===== config.mk =====
export PLATFORM = sky130hd
export DESIGN_NAME = lru_directory_tag_cache_unit
export DESIGN_NICKNAME = d
export VERILOG_FILES = /design/src/hdl/lrudtc_pkg.sv /design/src/hdl/lrudtc_front.sv /design/src/hdl/lrudtc_queue.sv /design/src/hdl/lrudtc_back.sv /design/src/hdl/lru_directory_tag_cache_unit.sv
export SDC_FILE = /design/constraint.sdc
export NUM_CORES = 1
export LEC_CHECK = 0
export BUFFER_PORTS_ARGS = -buffer_cell sky130_fd_sc_hd__buf_2
export CAP_MARGIN = 20
export CORE_UTILIZATION = 50
export DETAILED_ROUTE_END_ITERATION = 10
export PLACE_DENSITY_LB_ADDON = 0.05
export SKIP_LAST_GASP = 1
export SLEW_MARGIN = 20
export SYNTH_ARGS = -nofsm -noshare
export SYNTH_HDL_FRONTEND = slang
export SYNTH_SLANG_ARGS = --single-unit

===== constraint.sdc =====
create_clock -name clk -period 8.9 [get_ports clk]
set_clock_uncertainty 0.2 [all_clocks]
set_input_delay 0.89 -clock clk [delete_from_list [all_inputs] [get_ports clk]]
set_output_delay 0.89 -clock clk [all_outputs]
set_load 0.01 [all_outputs]

===== src/hdl/lrudtc_pkg.sv =====
// Shared types, codes and sizes for the LRU directory tag cache.
package lrudtc_pkg;

    localparam int DEF_CACHE_DEPTH = 8;
    localparam int TAG_W           = 28;
    localparam int HANDLE_W        = 16;
    localparam int COUNT_W         = 4;
    localparam int QUEUE_DEPTH     = 2;

    // Command kind codes on the input port
    localparam logic [1:0] KIND_DISCARD = 2'd0;
    localparam logic [1:0] KIND_REQUEST = 2'd1;
    localparam logic [1:0] KIND_FLUSH   = 2'd2;

    // Input transaction
    typedef struct packed {
        logic [1:0]          kind;
        logic [TAG_W-1:0]    tag;
        logic [HANDLE_W-1:0] handle;
        logic                deleted;
    } cmd_t;

    // Result transaction
    typedef struct packed {
        logic                found;
        logic [HANDLE_W-1:0] found_handle;
        logic                release_valid;
        logic [HANDLE_W-1:0] release_handle;
        logic [COUNT_W-1:0]  cached_count;
        logic                last;
    } result_t;

    // Classified operation handed from front to back
    typedef enum logic [2:0] {
        OP_INSERT,
        OP_DROP,
        OP_LOOKUP,
        OP_FLUSH,
        OP_NONE
    } op_t;

    typedef struct packed {
        op_t                 op;
        logic [TAG_W-1:0]    tag;
        logic [HANDLE_W-1:0] handle;
    } work_t;

    // Queue status seen by the front end
    typedef struct packed {
        logic full;
        logic empty;
    } queue_status_t;

    // One cached entry
    typedef struct packed {
        logic [TAG_W-1:0]    tag;
        logic [HANDLE_W-1:0] handle;
    } entry_t;

endpackage


===== src/hdl/lrudtc_front.sv =====
// Front end: takes commands and classifies them into work items.
module lrudtc_front
    import lrudtc_pkg::*;
(
    input  logic          start,
    input  cmd_t          cmd,
    input  queue_status_t q_status,
    output logic          busy,
    output logic          push,
    output work_t         work
);

    // Accept whenever the queue has room
    assign busy = q_status.full;
    assign push = start & ~q_status.full;

    // Decode command kind into an operation
    always_comb
    begin
        work.tag    = cmd.tag;
        work.handle = cmd.handle;
        unique case (cmd.kind)
            KIND_DISCARD: work.op = cmd.deleted ? OP_DROP : OP_INSERT;
            KIND_REQUEST: work.op = OP_LOOKUP;
            KIND_FLUSH:   work.op = OP_FLUSH;
            default:      work.op = OP_NONE;
        endcase
    end

endmodule


===== src/hdl/lrudtc_queue.sv =====
// Short work queue between front end and back end.
module lrudtc_queue
    import lrudtc_pkg::*;
(
    input  logic          clk,
    input  logic          rst_n,
    input  logic          push,
    input  work_t         push_data,
    input  logic          pop,
    output work_t         pop_data,
    output queue_status_t status
);

    localparam int PW = (QUEUE_DEPTH > 1) ? $clog2(QUEUE_DEPTH) : 1;
    localparam int LW = $clog2(QUEUE_DEPTH + 1);

    work_t          slot_reg [QUEUE_DEPTH];
    logic [PW-1:0]  wr_ptr_reg, wr_ptr_next;
    logic [PW-1:0]  rd_ptr_reg, rd_ptr_next;
    logic [LW-1:0]  level_reg, level_next;
    logic           do_push, do_pop;

    assign status.full  = (level_reg == LW'(QUEUE_DEPTH));
    assign status.empty = (level_reg == '0);
    assign do_push      = push & ~status.full;
    assign do_pop       = pop & ~status.empty;
    assign pop_data     = slot_reg[rd_ptr_reg];

    // Pointer and level update
    always_comb
    begin
        wr_ptr_next = wr_ptr_reg;
        rd_ptr_next = rd_ptr_reg;
        level_next  = level_reg;
        if (do_push)
        begin
            wr_ptr_next = (wr_ptr_reg == PW'(QUEUE_DEPTH - 1)) ? '0 : wr_ptr_reg + 1'b1;
        end
        if (do_pop)
        begin
            rd_ptr_next = (rd_ptr_reg == PW'(QUEUE_DEPTH - 1)) ? '0 : rd_ptr_reg + 1'b1;
        end
        if (do_push && !do_pop)
        begin
            level_next = level_reg + 1'b1;
        end
        else if (do_pop && !do_push)
        begin
            level_next = level_reg - 1'b1;
        end
    end

    always_ff @(posedge clk or negedge rst_n)
    begin
        if (!rst_n)
        begin
            wr_ptr_reg <= '0;
            rd_ptr_reg <= '0;
            level_reg  <= '0;
        end
        else
        begin
            wr_ptr_reg <= wr_ptr_next;
            rd_ptr_reg <= rd_ptr_next;
            level_reg  <= level_next;
        end
    end

    // Queue storage, no reset needed
    always_ff @(posedge clk)
    begin
        if (do_push)
        begin
            slot_reg[wr_ptr_reg] <= push_data;
        end
    end

endmodule


===== src/hdl/lrudtc_back.sv =====
// Back end: sequencer over the recency-ordered entry memory.
module lrudtc_back
    import lrudtc_pkg::*;
#(
    parameter int CACHE_DEPTH = DEF_CACHE_DEPTH
)
(
    input  logic          clk,
    input  logic          rst_n,
    input  queue_status_t q_status,
    input  work_t         q_data,
    output logic          pop,
    output logic          result_valid,
    output result_t       result
);

    localparam int IW = (CACHE_DEPTH > 1) ? $clog2(CACHE_DEPTH) : 1;
    localparam int CW = $clog2(CACHE_DEPTH + 1);

    typedef enum logic [3:0] {
        ST_IDLE,
        ST_EVT_RD,
        ST_EVT_CAP,
        ST_INS_RD,
        ST_INS_WR,
        ST_REQ_RD,
        ST_REQ_CMP,
        ST_DEL_RD,
        ST_DEL_WR,
        ST_FL_RD,
        ST_FL_OUT
    } state_t;

    // Entry memory, position 0 is most recent
    entry_t         mem [CACHE_DEPTH];
    entry_t         rd_data_reg;
    logic [IW-1:0]  rd_addr;
    logic           mem_we;
    logic [IW-1:0]  mem_wa;
    entry_t         mem_wd;

    state_t         state_reg, state_next;
    work_t          work_reg, work_next;
    logic [IW-1:0]  ptr_reg, ptr_next;
    logic [CW-1:0]  total_reg, total_next;
    logic           res_valid_reg, res_valid_next;
    result_t        res_reg, res_next;
    logic [CW-1:0]  ptr_inc;
    logic [CW-1:0]  total_dec;

    assign result_valid = res_valid_reg;
    assign result       = res_reg;
    assign pop          = (state_reg == ST_IDLE) & ~q_status.empty;
    assign ptr_inc      = CW'(ptr_reg) + CW'(1);
    assign total_dec    = total_reg - CW'(1);

    // Low bits of a count for the result port
    function automatic logic [COUNT_W-1:0] count_out(input logic [CW-1:0] n);
        logic [CW+COUNT_W-1:0] ext;
        ext = {{COUNT_W{1'b0}}, n};
        return ext[COUNT_W-1:0];
    endfunction

    // Read address per step
    always_comb
    begin
        unique case (state_reg)
            ST_EVT_RD: rd_addr = IW'(CACHE_DEPTH - 1);
            ST_INS_RD: rd_addr = ptr_reg - 1'b1;
            ST_DEL_RD: rd_addr = ptr_inc[IW-1:0];
            ST_FL_RD:  rd_addr = total_dec[IW-1:0];
            default:   rd_addr = ptr_reg;
        endcase
    end

    // Memory write per step
    always_comb
    begin
        mem_we = 1'b0;
        mem_wa = ptr_reg;
        mem_wd = rd_data_reg;
        if (state_reg == ST_INS_RD && ptr_reg == '0)
        begin
            mem_we = 1'b1;
            mem_wd = '{tag: work_reg.tag, handle: work_reg.handle};
        end
        else if (state_reg == ST_INS_WR || state_reg == ST_DEL_WR)
        begin
            mem_we = 1'b1;
        end
    end

    always_ff @(posedge clk)
    begin
        if (mem_we)
        begin
            mem[mem_wa] <= mem_wd;
        end
        rd_data_reg <= mem[rd_addr];
    end

    // Sequencer next state
    always_comb
    begin
        state_next     = state_reg;
        work_next      = work_reg;
        ptr_next       = ptr_reg;
        total_next     = total_reg;
        res_valid_next = 1'b0;
        res_next       = res_reg;

        unique case (state_reg)
            ST_IDLE:
            begin
                if (!q_status.empty)
                begin
                    work_next = q_data;
                    res_next  = '0;
                    res_next.last = 1'b1;
                    res_next.cached_count = count_out(total_reg);
                    unique case (q_data.op)
                        OP_INSERT:
                        begin
                            if (total_reg == CW'(CACHE_DEPTH))
                            begin
                                state_next = ST_EVT_RD;
                            end
                            else
                            begin
                                ptr_next   = total_reg[IW-1:0];
                                total_next = total_reg + CW'(1);
                                state_next = ST_INS_RD;
                            end
                        end
                        OP_DROP:
                        begin
                            res_next.release_valid  = 1'b1;
                            res_next.release_handle = q_data.handle;
                            res_valid_next = 1'b1;
                        end
                        OP_LOOKUP:
                        begin
                            if (total_reg == '0)
                            begin
                                res_valid_next = 1'b1;
                            end
                            else
                            begin
                                ptr_next   = '0;
                                state_next = ST_REQ_RD;
                            end
                        end
                        OP_FLUSH:
                        begin
                            if (total_reg == '0)
                            begin
                                res_valid_next = 1'b1;
                            end
                            else
                            begin
                                state_next = ST_FL_RD;
                            end
                        end
                        default:
                        begin
                            res_valid_next = 1'b1;
                        end
                    endcase
                end
            end

            // Fetch the least recent entry when full
            ST_EVT_RD:
            begin
                state_next = ST_EVT_CAP;
            end

            ST_EVT_CAP:
            begin
                res_next.release_valid  = 1'b1;
                res_next.release_handle = rd_data_reg.handle;
                ptr_next   = IW'(CACHE_DEPTH - 1);
                state_next = ST_INS_RD;
            end

            // Shift entries toward the old end, then write the new head
            ST_INS_RD:
            begin
                if (ptr_reg == '0)
                begin
                    res_next.cached_count = count_out(total_reg);
                    res_valid_next = 1'b1;
                    state_next     = ST_IDLE;
                end
                else
                begin
                    state_next = ST_INS_WR;
                end
            end

            ST_INS_WR:
            begin
                ptr_next   = ptr_reg - 1'b1;
                state_next = ST_INS_RD;
            end

            // Scan from most recent
            ST_REQ_RD:
            begin
                state_next = ST_REQ_CMP;
            end

            ST_REQ_CMP:
            begin
                if (rd_data_reg.tag == work_reg.tag)
                begin
                    res_next.found        = 1'b1;
                    res_next.found_handle = rd_data_reg.handle;
                    total_next = total_dec;
                    if (ptr_inc < total_reg)
                    begin
                        state_next = ST_DEL_RD;
                    end
                    else
                    begin
                        res_next.cached_count = count_out(total_dec);
                        res_valid_next = 1'b1;
                        state_next     = ST_IDLE;
                    end
                end
                else if (ptr_inc == total_reg)
                begin
                    res_valid_next = 1'b1;
                    state_next     = ST_IDLE;
                end
                else
                begin
                    ptr_next   = ptr_inc[IW-1:0];
                    state_next = ST_REQ_RD;
                end
            end

            // Close the gap left by the hit entry
            ST_DEL_RD:
            begin
                state_next = ST_DEL_WR;
            end

            ST_DEL_WR:
            begin
                if (ptr_inc < total_reg)
                begin
                    ptr_next   = ptr_inc[IW-1:0];
                    state_next = ST_DEL_RD;
                end
                else
                begin
                    res_next.cached_count = count_out(total_reg);
                    res_valid_next = 1'b1;
                    state_next     = ST_IDLE;
                end
            end

            // Release entries oldest first
            ST_FL_RD:
            begin
                state_next = ST_FL_OUT;
            end

            ST_FL_OUT:
            begin
                total_next = total_dec;
                res_next.release_valid  = 1'b1;
                res_next.release_handle = rd_data_reg.handle;
                res_next.cached_count   = count_out(total_dec);
                res_next.last           = (total_dec == '0);
                res_valid_next = 1'b1;
                state_next     = (total_dec == '0) ? ST_IDLE : ST_FL_RD;
            end

            default:
            begin
                state_next = ST_IDLE;
            end
        endcase
    end

    // State and registered outputs
    always_ff @(posedge clk or negedge rst_n)
    begin
        if (!rst_n)
        begin
            state_reg     <= ST_IDLE;
            work_reg      <= '{op: OP_NONE, tag: '0, handle: '0};
            ptr_reg       <= '0;
            total_reg     <= '0;
            res_valid_reg <= 1'b0;
            res_reg       <= '0;
        end
        else
        begin
            state_reg     <= state_next;
            work_reg      <= work_next;
            ptr_reg       <= ptr_next;
            total_reg     <= total_next;
            res_valid_reg <= res_valid_next;
            res_reg       <= res_next;
        end
    end

endmodule


===== src/hdl/lru_directory_tag_cache_unit.sv =====
// Top level of the LRU directory tag cache.
//
// Caches up to CACHE_DEPTH directory handles keyed by tag, most recent first.
// A command is taken when start is high and busy is low; commands wait in a
// two-entry queue while the back end works through the entry memory, which
// has one read and one write port and moves an entry by a read and a write.
// A deleted discard, an unused kind, or a lookup or flush of an empty cache
// give their result straight from the idle state; a discard shifts entries
// toward the old end and writes the new head, after an eviction read of the
// oldest entry when full; a lookup scans from the most recent entry and moves
// later entries up after a hit; a flush gives one result per entry, oldest
// first. Every result is on the result port for exactly one cycle, marked by
// result_valid, and the receiver cannot hold it off; last marks the final
// result of a transaction. The entry memory needs no clearing after reset.
module lru_directory_tag_cache_unit
    import lrudtc_pkg::*;
#(
    parameter int CACHE_DEPTH = DEF_CACHE_DEPTH
)
(
    input  logic    clk,
    input  logic    rst_n,
    input  logic    start,
    output logic    busy,
    input  cmd_t    cmd,
    output logic    result_valid,
    output result_t result
);

    queue_status_t q_status;
    logic          push;
    logic          pop;
    work_t         push_work;
    work_t         pop_work;

    lrudtc_front u_front (
        .start    (start),
        .cmd      (cmd),
        .q_status (q_status),
        .busy     (busy),
        .push     (push),
        .work     (push_work)
    );

    lrudtc_queue u_queue (
        .clk       (clk),
        .rst_n     (rst_n),
        .push      (push),
        .push_data (push_work),
        .pop       (pop),
        .pop_data  (pop_work),
        .status    (q_status)
    );

    lrudtc_back #(
        .CACHE_DEPTH (CACHE_DEPTH)
    ) u_back (
        .clk          (clk),
        .rst_n        (rst_n),
        .q_status     (q_status),
        .q_data       (pop_work),
        .pop          (pop),
        .result_valid (result_valid),
        .result       (result)
    );

endmodule


# Word-level counts from Yosys, hierarchy flattened
# Memory sizes are Yosys's and may differ from the RTL's. A register that Yosys moved wholly into a read port is not among the register bits.
# Cells that the tools add are included.
totals:
  ff_bits: 99
  mem_bits_ro: 0
  ramBits: 446
  in_bits: 50
  wordCells: 154
  memories: 2
  latch_bits: 0
classes:
  order_cmp: 1
  n_eq_ne: 34
  n_div: 0
  mul: 0
  shift: 0
  muxes: 57
  add_sub_neg: 8
  bitwise_logic: 6
  reduce_logical: 31
mem_list:
  columns: ["name", "words", "word_bits", "read_ports", "rd_clocked_by_memory_dff", "wr", "line", "rtl"]
  rows:
  - ["u_back.mem", 8, 44, 1, 1, 1, "lrudtc_back.sv:35", "entry_t mem [CACHE_DEPTH];"]
  - ["u_queue.slot_reg", 2, 47, 1, 0, 1, "lrudtc_queue.sv:17", "work_t slot_reg [QUEUE_DEPTH];"]
op_table:
  columns: ["cell", "n"]
  rows:
  - ["17-bit one-hot mux with 2 select lines", 2]
  - ["4-bit two-way mux", 13]
  - ["44-bit two-way mux", 1]
  - ["4-bit one-hot mux with 10 select lines", 1]
  - ["39-bit two-way mux", 1]
  - ["17-bit two-way mux", 2]
  - ["28-bit == test", 1]
  - ["3-bit two-way mux", 9]
  - ["4-bit one-hot mux with 3 select lines", 2]
  - ["4-bit one-hot mux with 5 select lines", 1]
  - ["2-bit != test, second input constant", 9]
  - ["4-bit by 3-bit == test with 1-bit output, second input constant", 4]
  - ["4-bit == test, second input constant", 4]
  - ["1-bit two-way mux", 15]
  - ["3-bit one-hot mux with 5 select lines", 1]
  - ["4-bit logical NOT", 3]
  - ["3-bit != test, second input constant", 4]
  - ["3-bit one-hot mux with 4 select lines", 1]
  - ["5-bit nonzero test", 2]
  - ["3-bit one-hot mux with 3 select lines", 1]
  - ["4-bit by 2-bit == test with 1-bit output, second input constant", 2]
  - ["8-bit AND reduction", 1]
  - ["2-bit nonzero test", 4]
  - ["3-bit by 2-bit == test with 1-bit output, second input constant", 2]
  - ["33 further kinds", 51]

# Longest topological paths before layout
# Gate-level depths: netlist (run 1).
logic_depth:
  word_depth: 8
  depth_mapped: 10

# Hierarchy
# A second synthesis (run 1) with hierarchy kept.
unflattened:
  hier_cells: 1609
  hier_area_um2: 24632.4
modules_own_cells:
  columns: ["mod", "area_per_inst_um2", "cells_each", "n_inst"]
  rows:
  - ["lrudtc_back", 20572.2, 1392, 1]
  - ["lrudtc_queue", 3667.3, 165, 1]
  - ["lrudtc_front", 392.9, 52, 1]

# Worst setup path after synthesis (run 1)
# No wires, ideal clock.
synth_path:
  path_kind: "register -> register"
  startpoint: "reg u_back.ptr_reg[0] (netlist: u_back.mem_wa[0])"
  endpoint: "mem u_back.mem[1][0] (netlist name), enable pin"
  path_stages_with_launch: 9
  path_buffers: 1
  slack_ns: 3.507
  t_arrival_ns: 4.694
  path_cell_list: "dfrtp_1 > inv_1 > ha_1 > nor2b_1 > nand4_1 > clkbuf_1 > nand2_1 > nand2_1 > nor3_1"
synth_between:
  elab_chain_len: 5
synth_lines:
  columns: ["item", "line", "rtl"]
  rows:
  - ["start, declared", "lrudtc_back.sv:44", "logic [IW-1:0] ptr_reg, ptr_next;"]
  - ["start signal, assigned", "lrudtc_back.sv:304", "ptr_reg <= ptr_next;"]
  - ["3-bit logical NOT", "lrudtc_back.sv:82", "if (state_reg == ST_INS_RD && ptr_reg == '0)"]
  - ["1-bit logical AND", "lrudtc_back.sv:82", null]
  - ["1-bit two-way mux", "lrudtc_back.sv:82", null]
  - ["1-bit two-way mux", "lrudtc_back.sv:95", "if (mem_we)"]
  - ["1-bit two-way mux (implied by the code)", "lrudtc_back.sv:97", "mem[mem_wa] <= mem_wd;"]
  - ["end, declared", "lrudtc_back.sv:35", null]
# Several ways; a longest one is shown, not always the timed one.

# Final worst setup path (run 1)
layout_path:
  startpoint: "reg u_back.total_reg[0]"
  endpoint: "reg, netlist name u_back.rd_data_reg[26]"
layout_between:
  elab_chain_len: 2
layout_lines:
  columns: ["item", "line", "rtl"]
  rows:
  - ["start, declared", "lrudtc_back.sv:45", "logic [CW-1:0] total_reg, total_next;"]
  - ["start signal, assigned", "lrudtc_back.sv:305", "total_reg <= total_next;"]
  - ["4-bit by 1-bit subtractor with 4-bit output", "lrudtc_back.sv:55", "assign total_dec = total_reg - CW'(1);"]
  - ["3-bit one-hot mux with 4 select lines", "lrudtc_back.sv:67", "unique case (state_reg)"]
# Every way passes these cells.
# A chain may end at the register's enable or synchronous reset.

==> qor.txt, run 1 <==
Vias/cell: 5.642
Peak VDD IR: 0.2695 mV
PwrDens: 385.9 nW/um^2
Kind of critical path: reg2reg
Via count: 11630
Vias in the first global route: 12170
Grt met2 use: 0.3370
RSZ-0062 raised after global routing: false
First-pass GRT wire length: 72530 um
DRT iter0 DRCs: 889
Critical Path RT: 9210 ps
Antenna violations before repair: 0
Min Tclk post-route: 4142 ps
Leak: 0.009393 uW
HPWL after DPL: 26850 um
Arr. time, crit path: 4450 ps
Endpoint class of the critical path: flop
FMAX: 241.4 MHz
Primary FF master, synth: edfxtp_1
Wirelength per Cell: 22.89 um
Period utilisation layout: 0.4654
Final #Nets: 1476
Share of the synthesized area in the top cell type: 0.5814
Layout Cells excl Fill: 2062
Yosys reg bits: 589
Postcts setup bufs: 0
I/O pin total: 91
Hold bufs inserted after CTS: 0
Overflow after GRT: 0
Final ANT Viol Nets: 0
Yosys warnings: 0
PortBufs: 90
Register area: 16750 um^2
Syn nets: 1366
CTS Sinks: 589
Setup TNS: 0 ps
Max-slew violation count: 0
Row count: 78
Synth area leaders: edfxtp_1 (58%), dfrtp_1 (11%), mux4_2 (8.6%)
Met1 usage: 0.2919
Cells after DPL: 1949
Largest net degree at the start of global routing: 71
Worst-Skew Late Latency: 630 ps
Max reg flops: 352
CTS Buf Count: 59
Final WL: 47190 um
Area of the multi-input gates: 6030 um^2
Worst Setup Start Kind: flop
Post-synth EDFFs: 446
Clock-pin slew on the worst setup and hold paths: 60 ps
Worst hold-check path type: in2async
First drt pass iteration count: 5
CP Max Fanout: 50
Routing usage on met3: 0.03200
Leading area contributor after synthesis: edfxtp_1
Area growth syn-to-layout: 13.53%
Die Wd: 216.6 um
# setup viols final: 0
Status: completed
FFs w/ async S/R, synth: 0.1681
Total track usage: 0.2067
Slew at the pin closest to its max-slew limit: 1124 ps
Yosys cell types: 59
Die H: 216.6 um
Maxcap violations: 0
Synth Area per Inst: 17.72 um^2
H-tree depth: 2
Layout cells sized above 1: 0.2724
Gpl congestion: 0.8117
Syn Std Cell Area: 23040 um^2
Initial Utilization: 0.5076
Die area: 46940 um^2
Sequential area share after synthesis: 0.7272
# DRC: 0
Most frequent cells after synthesis: edfxtp_1 (446), dfrtp_1 (99), mux2_2 (93)
Fill cell count: 3506
Final hold vios: 0
GRT Max-Usage Layer: met2
Root Buffer: clkbuf_16
Most numerous cell in the Yosys netlist: edfxtp_1
Max-slew headroom: 0.2437
Clock Path Buffers: 3
Mapped Cells: 1300
Post-CTS sizing: 0
Core ar.: 45380 um^2
TritonCTS clock tree: built
layer usage:
metal / up-vias / routed length [um]
li1: 5294 / -
met1: 6035 / 21460
met2: 231 / 23070
met3: 73 / 1739
met4: 0 / 922
met5: - / 0
placed cells by master (no fill, tap or decap), types with 7 or more instances in the layout:
| cell | Yosys | final |
|---|---|---|
| nor2_4 | 0 | 7 |
| mux2_2 | 93 | 93 |
| mux4_2 | 88 | 88 |
| o22ai_1 | 16 | 16 |
| xnor2_1 | 9 | 9 |
| dfrtp_1 | 99 | 98 |
| ha_1 | 16 | 16 |
| nand2b_1 | 8 | 8 |
| dfxtp_1 | 44 | 44 |
| nor4_1 | 10 | 9 |
| nor2b_1 | 7 | 7 |
| inv_1 | 15 | 15 |
| nor2_1 | 43 | 36 |
| a22o_1 | 17 | 17 |
| clkinv_2 | 0 | 9 |
| clkbuf_1 | 30 | 24 |
| buf_4 | 1 | 21 |
| buf_2 | 23 | 89 |
| nand3_1 | 9 | 9 |
| clkbuf_8 | 0 | 7 |
| mux2i_1 | 50 | 50 |
| nand2_1 | 75 | 75 |
| xor2_1 | 33 | 33 |
| a21oi_1 | 33 | 33 |
| o21ai_0 | 60 | 60 |
| clkbuf_16 | 0 | 59 |
| edfxtp_1 | 446 | 446 |
path summary, 6_finish.rpt:
kind                                     startpoint                endpoint  slack (ps)  depth (start not counted)
worst max-delay path            u_back.total_reg[0]  u_back.rd_data_reg[26]        4760                         10
worst min-delay path                          rst_n     u_back.work_reg[35]         110                          1
worst max register to register  u_back.total_reg[0]  u_back.rd_data_reg[26]        4760                         10
worst min register to register   u_back.work_reg[2]      u_back.work_reg[2]         280                          2
max in group asynchronous                     rst_n     u_back.work_reg[14]        7140                          2
min in group clk                             cmd[6]  u_queue.slot_reg[1][5]         240                          1
cells by family after synthesis:
family | after synthesis | synth area share
XOR/XNOR | 42 | 0.01597
AND/OR/NAND/NOR | 188 | 0.03851
AO/OA/AOI/OAI | 155 | 0.04117
adder cells (fa/ha/maj) | 16 | 0.008690
buffers and inverters | 79 | 0.01526
flip-flops | 589 | 0.7272
multiplexers | 231 | 0.1532
where the power goes:
| part | switching (uW) | total, uW | internal (uW) | leakage, uW |
|---|---|---|---|---|
| registers | 376 | 4210 | 3830 | 0.00565 |
| logic | 1870 | 3440 | 1560 | 0.00280 |
| clock network | 1040 | 2450 | 1410 | 0.000937 |
| total | 3280 | 10100 | 6810 | 0.00939 |
cell type report:
class / count / share of cell area
well taps: 600 / 0.02871
diodes: 1 / 0.00009568
clock buffers: 90 / 0.06358
flip-flops and latches: 589 / 0.6407
clock inverters: 22 / 0.01014
multi-input cells: 632 / 0.2306
inverters: 16 / 0.002344
repair buffers: 112 / 0.02392
stage by stage:
| step | setup slack (ps) | hold WS [ps] | total power, uW | util | area (um^2) |
|---|---|---|---|---|---|
| after floorplan | 3507 | 246.0 | 6782 | - | 23040 |
| after global placement | 4476 | 264.9 | 7683 | 0.5333 | 24200 |
| after detailed placement | 4408 | 268.2 | 7769 | 0.5335 | 24210 |
| after CTS | 4387 | 102.4 | 10230 | 0.5760 | 26140 |
| after global routing | 4426 | 128.1 | 10670 | 0.5762 | 26150 |
| final | 4758 | 106.9 | 10090 | 0.5763 | 26150 |
critical path, cell delays in order, from the launching register on:
cell and delay [ps]:
dfrtp_1 520, inv_1 180, ha_1 290, xnor2_1 150
nand2_1 80, a32oi_1 110, o221ai_4 190, buf_6 620
buf_4 760, mux4_2 590, mux2_2 280
Power figures use the tool's default switching activity.
==> run 2: changes to the inputs <==
- clock period: 8.9 -> 3.4 ns (I/O delays scaled with it)
==> qor.txt, run 2 (same netlist as run 1, synthesis figures left out) <==
Status: completed
Clock Path Buffers: 3 (unchanged)
CTS Buf Count: 59 (unchanged)
Area growth syn-to-layout: 17.23%
Die Wd: 216.6 um (unchanged)
CP startpoint: u_back.total_reg[1]
Min Tclk post-route: 3052 ps (-1090 ps)
Final ANT Viol Nets: 0 (unchanged)
Reg2Reg Capture Point: u_back.rd_data_reg[32]
Kind of critical path: reg2reg
Cells after DPL: 1964 (+0.77%)
Total track usage: 0.2134 (+0.006738)
Worst Setup Start Kind: flop
# DRC: 0 (unchanged)
Final setup margin: 347.8 ps (-4410 ps)
Overflow after GRT: 0 (unchanged)
Gpl congestion: 0.8493 (+4.6%)
Routing usage on met3: 0.02807 (-0.003930)
PwrDens: 1001 nW/um^2 (+160%)
TritonCTS clock tree: built
Worst hold-check path type: in2async
CTS Sinks: 589 (unchanged)
Wirelength per Cell: 23.05 um (+0.70%)
GRT Max-Usage Layer: met2
Leak: 0.009766 uW (+4.0%)
Layout Cells excl Fill: 2125 (+3.1%)
Peak VDD IR: 1.262 mV (+370%)
Setup WS pre-CTS: 344.0 ps (-4064 ps)
Largest net degree at the start of global routing: 109 (+54%)
H-tree depth: 2 (unchanged)
Core ar.: 45380 um^2 (unchanged)
First drt pass iteration count: 5 (unchanged)
Worst reg-to-reg setup slack: 350 ps (-4410 ps)
R2R depth: 10 (unchanged)
Max-slew violation count: 0 (unchanged)
Final hold vios: 0 (unchanged)
Most frequent cells in the layout: edfxtp_1 (446), dfrtp_1 (97), mux2_2 (93), buf_2 (89), mux4_2 (88)
PortBufs: 90 (unchanged)
Met1 usage: 0.3087 (+0.01682)
Period utilisation layout: 0.8977 (+0.4323)
Arr. time, crit path: 3350 ps (-1100 ps)
Vias in the first global route: 12360 (+1.5%)
Root Buffer: clkbuf_16
I/O pin total: 91 (unchanged)
Slew at the pin closest to its max-slew limit: 821.4 ps (-302.7 ps)
Layout cells sized above 1: 0.2774 (+0.004961)
Final WL: 48970 um (+3.8%)
CP Max Fanout: 25 (-50%)
Postcts setup bufs: 0 (unchanged)
Final Core Density: 0.5951 (+0.01880)
Via count: 11970 (+2.9%)
Die H: 216.6 um (unchanged)
Initial Utilization: 0.5076 (unchanged)
Die area: 46940 um^2 (unchanged)
Fill cell count: 3423 (-2.4%)
FMAX: 327.6 MHz (+36%)
Antenna violations before repair: 0 (unchanged)
Max-slew headroom: 0.4524 (+0.2087)
Ant diodes: 0 (-1)
HPWL after DPL: 26680 um (-0.64%)
Critical Path RT: 3700 ps (-5510 ps)
CP Capture Point: u_back.rd_data_reg[32]
Grt met2 use: 0.3409 (+0.003953)
Max reg flops: 352 (unchanged)
Maxcap violations: 0 (unchanged)
FF-to-FF Start: u_back.total_reg[1]
Vias/cell: 5.635 (-0.12%)
RSZ-0062 raised after global routing: false
Row count: 78 (unchanged)
Clock-pin slew on the worst setup and hold paths: 60 ps (about the same)
DRT iter0 DRCs: 910 (+2.4%)
Final #Nets: 1542 (+4.5%)
Register area: 16760 um^2 (about the same)
First-pass GRT wire length: 74680 um (+3.0%)
Most common cell after layout, fill and taps aside: edfxtp_1
Endpoint class of the critical path: flop
Worst-Skew Late Latency: 610 ps (-20 ps)
# setup viols final: 0 (unchanged)
Area of the multi-input gates: 6036 um^2 (+0.10%)
## run 2: cell count changes in the layout (fill, tap and decap cells not counted), sizes merged
cell         before  now
buf             112  127
diode             1    0
dlygate4sd3       0   51
bufinv            4    3
clkinv           15   20
clkbuf           90   85
inv              18   17
## run 2: worst min path at each step
stage	start	to	slack, ps	depth (start not counted)
floorplan	rst_n	u_back.mem_wa[0]	-160	0
global placement	rst_n	u_back.result[4]	190	1
detailed placement	rst_n	u_back.result[4]	200	1
CTS	rst_n	u_back.result[4]	90	2
global route	rst_n	u_back.result[3]	130	2
finish	rst_n	u_back.result[4]	100	2
## run 2: critical path, cell delays in order, from the launching register on
cell	delay [ps]
dfrtp_1	450
inv_1	160
ha_1	270
xnor2_1	140
nand2_1	70
a32oi_1	90
o221ai_4	230
buf_12	230
buf_12	260
mux4_2	540
mux2_2	280
## run 2: per-layer routing
| layer | wire, um | vias to the layer above | share of wire |
|---|---|---|---|
| li1 | - | 5425 | - |
| met1 | 22360 | 6228 | 0.46 |
| met2 | 23660 | 240 | 0.48 |
| met3 | 1918 | 81 | 0.039 |
| met4 | 1034 | 0 | 0.021 |
| met5 | 0 | - | 0 |
## run 2: cell type report
cell class	instances	share of cell area
clock inverter	25	0.008525
tap	600	0.02780
multi-input combinational	632	0.2235
clock buffer	85	0.06315
timing repair buffer	178	0.05430
sequential	589	0.6205
inverter	16	0.002270
## run 2: through the flow
step	TNS (ps)	hold WS (ps)	total power [uW]	cell area, um^2
detailed placement	0	196.1	20870	24560
finish	0	98.39	27030	27010
CTS	0	85.58	27350	27010
global route	0	132.5	28460	27010
global placement	0	186.0	20720	24560
floorplan	-21310	-155.6	17770	23080
## run 2: power by group
group | internal, uW | total [uW] | switching, uW
clock network | 3710 | 6390 | 2680
registers | 10000 | 10900 | 843
logic | 4490 | 9770 | 5280
## run 2: repair_timing
action,in CTS,in global routing
gates resized for setup,0,0
endpoints found under the hold margin,128,0
hold buffers,51,0
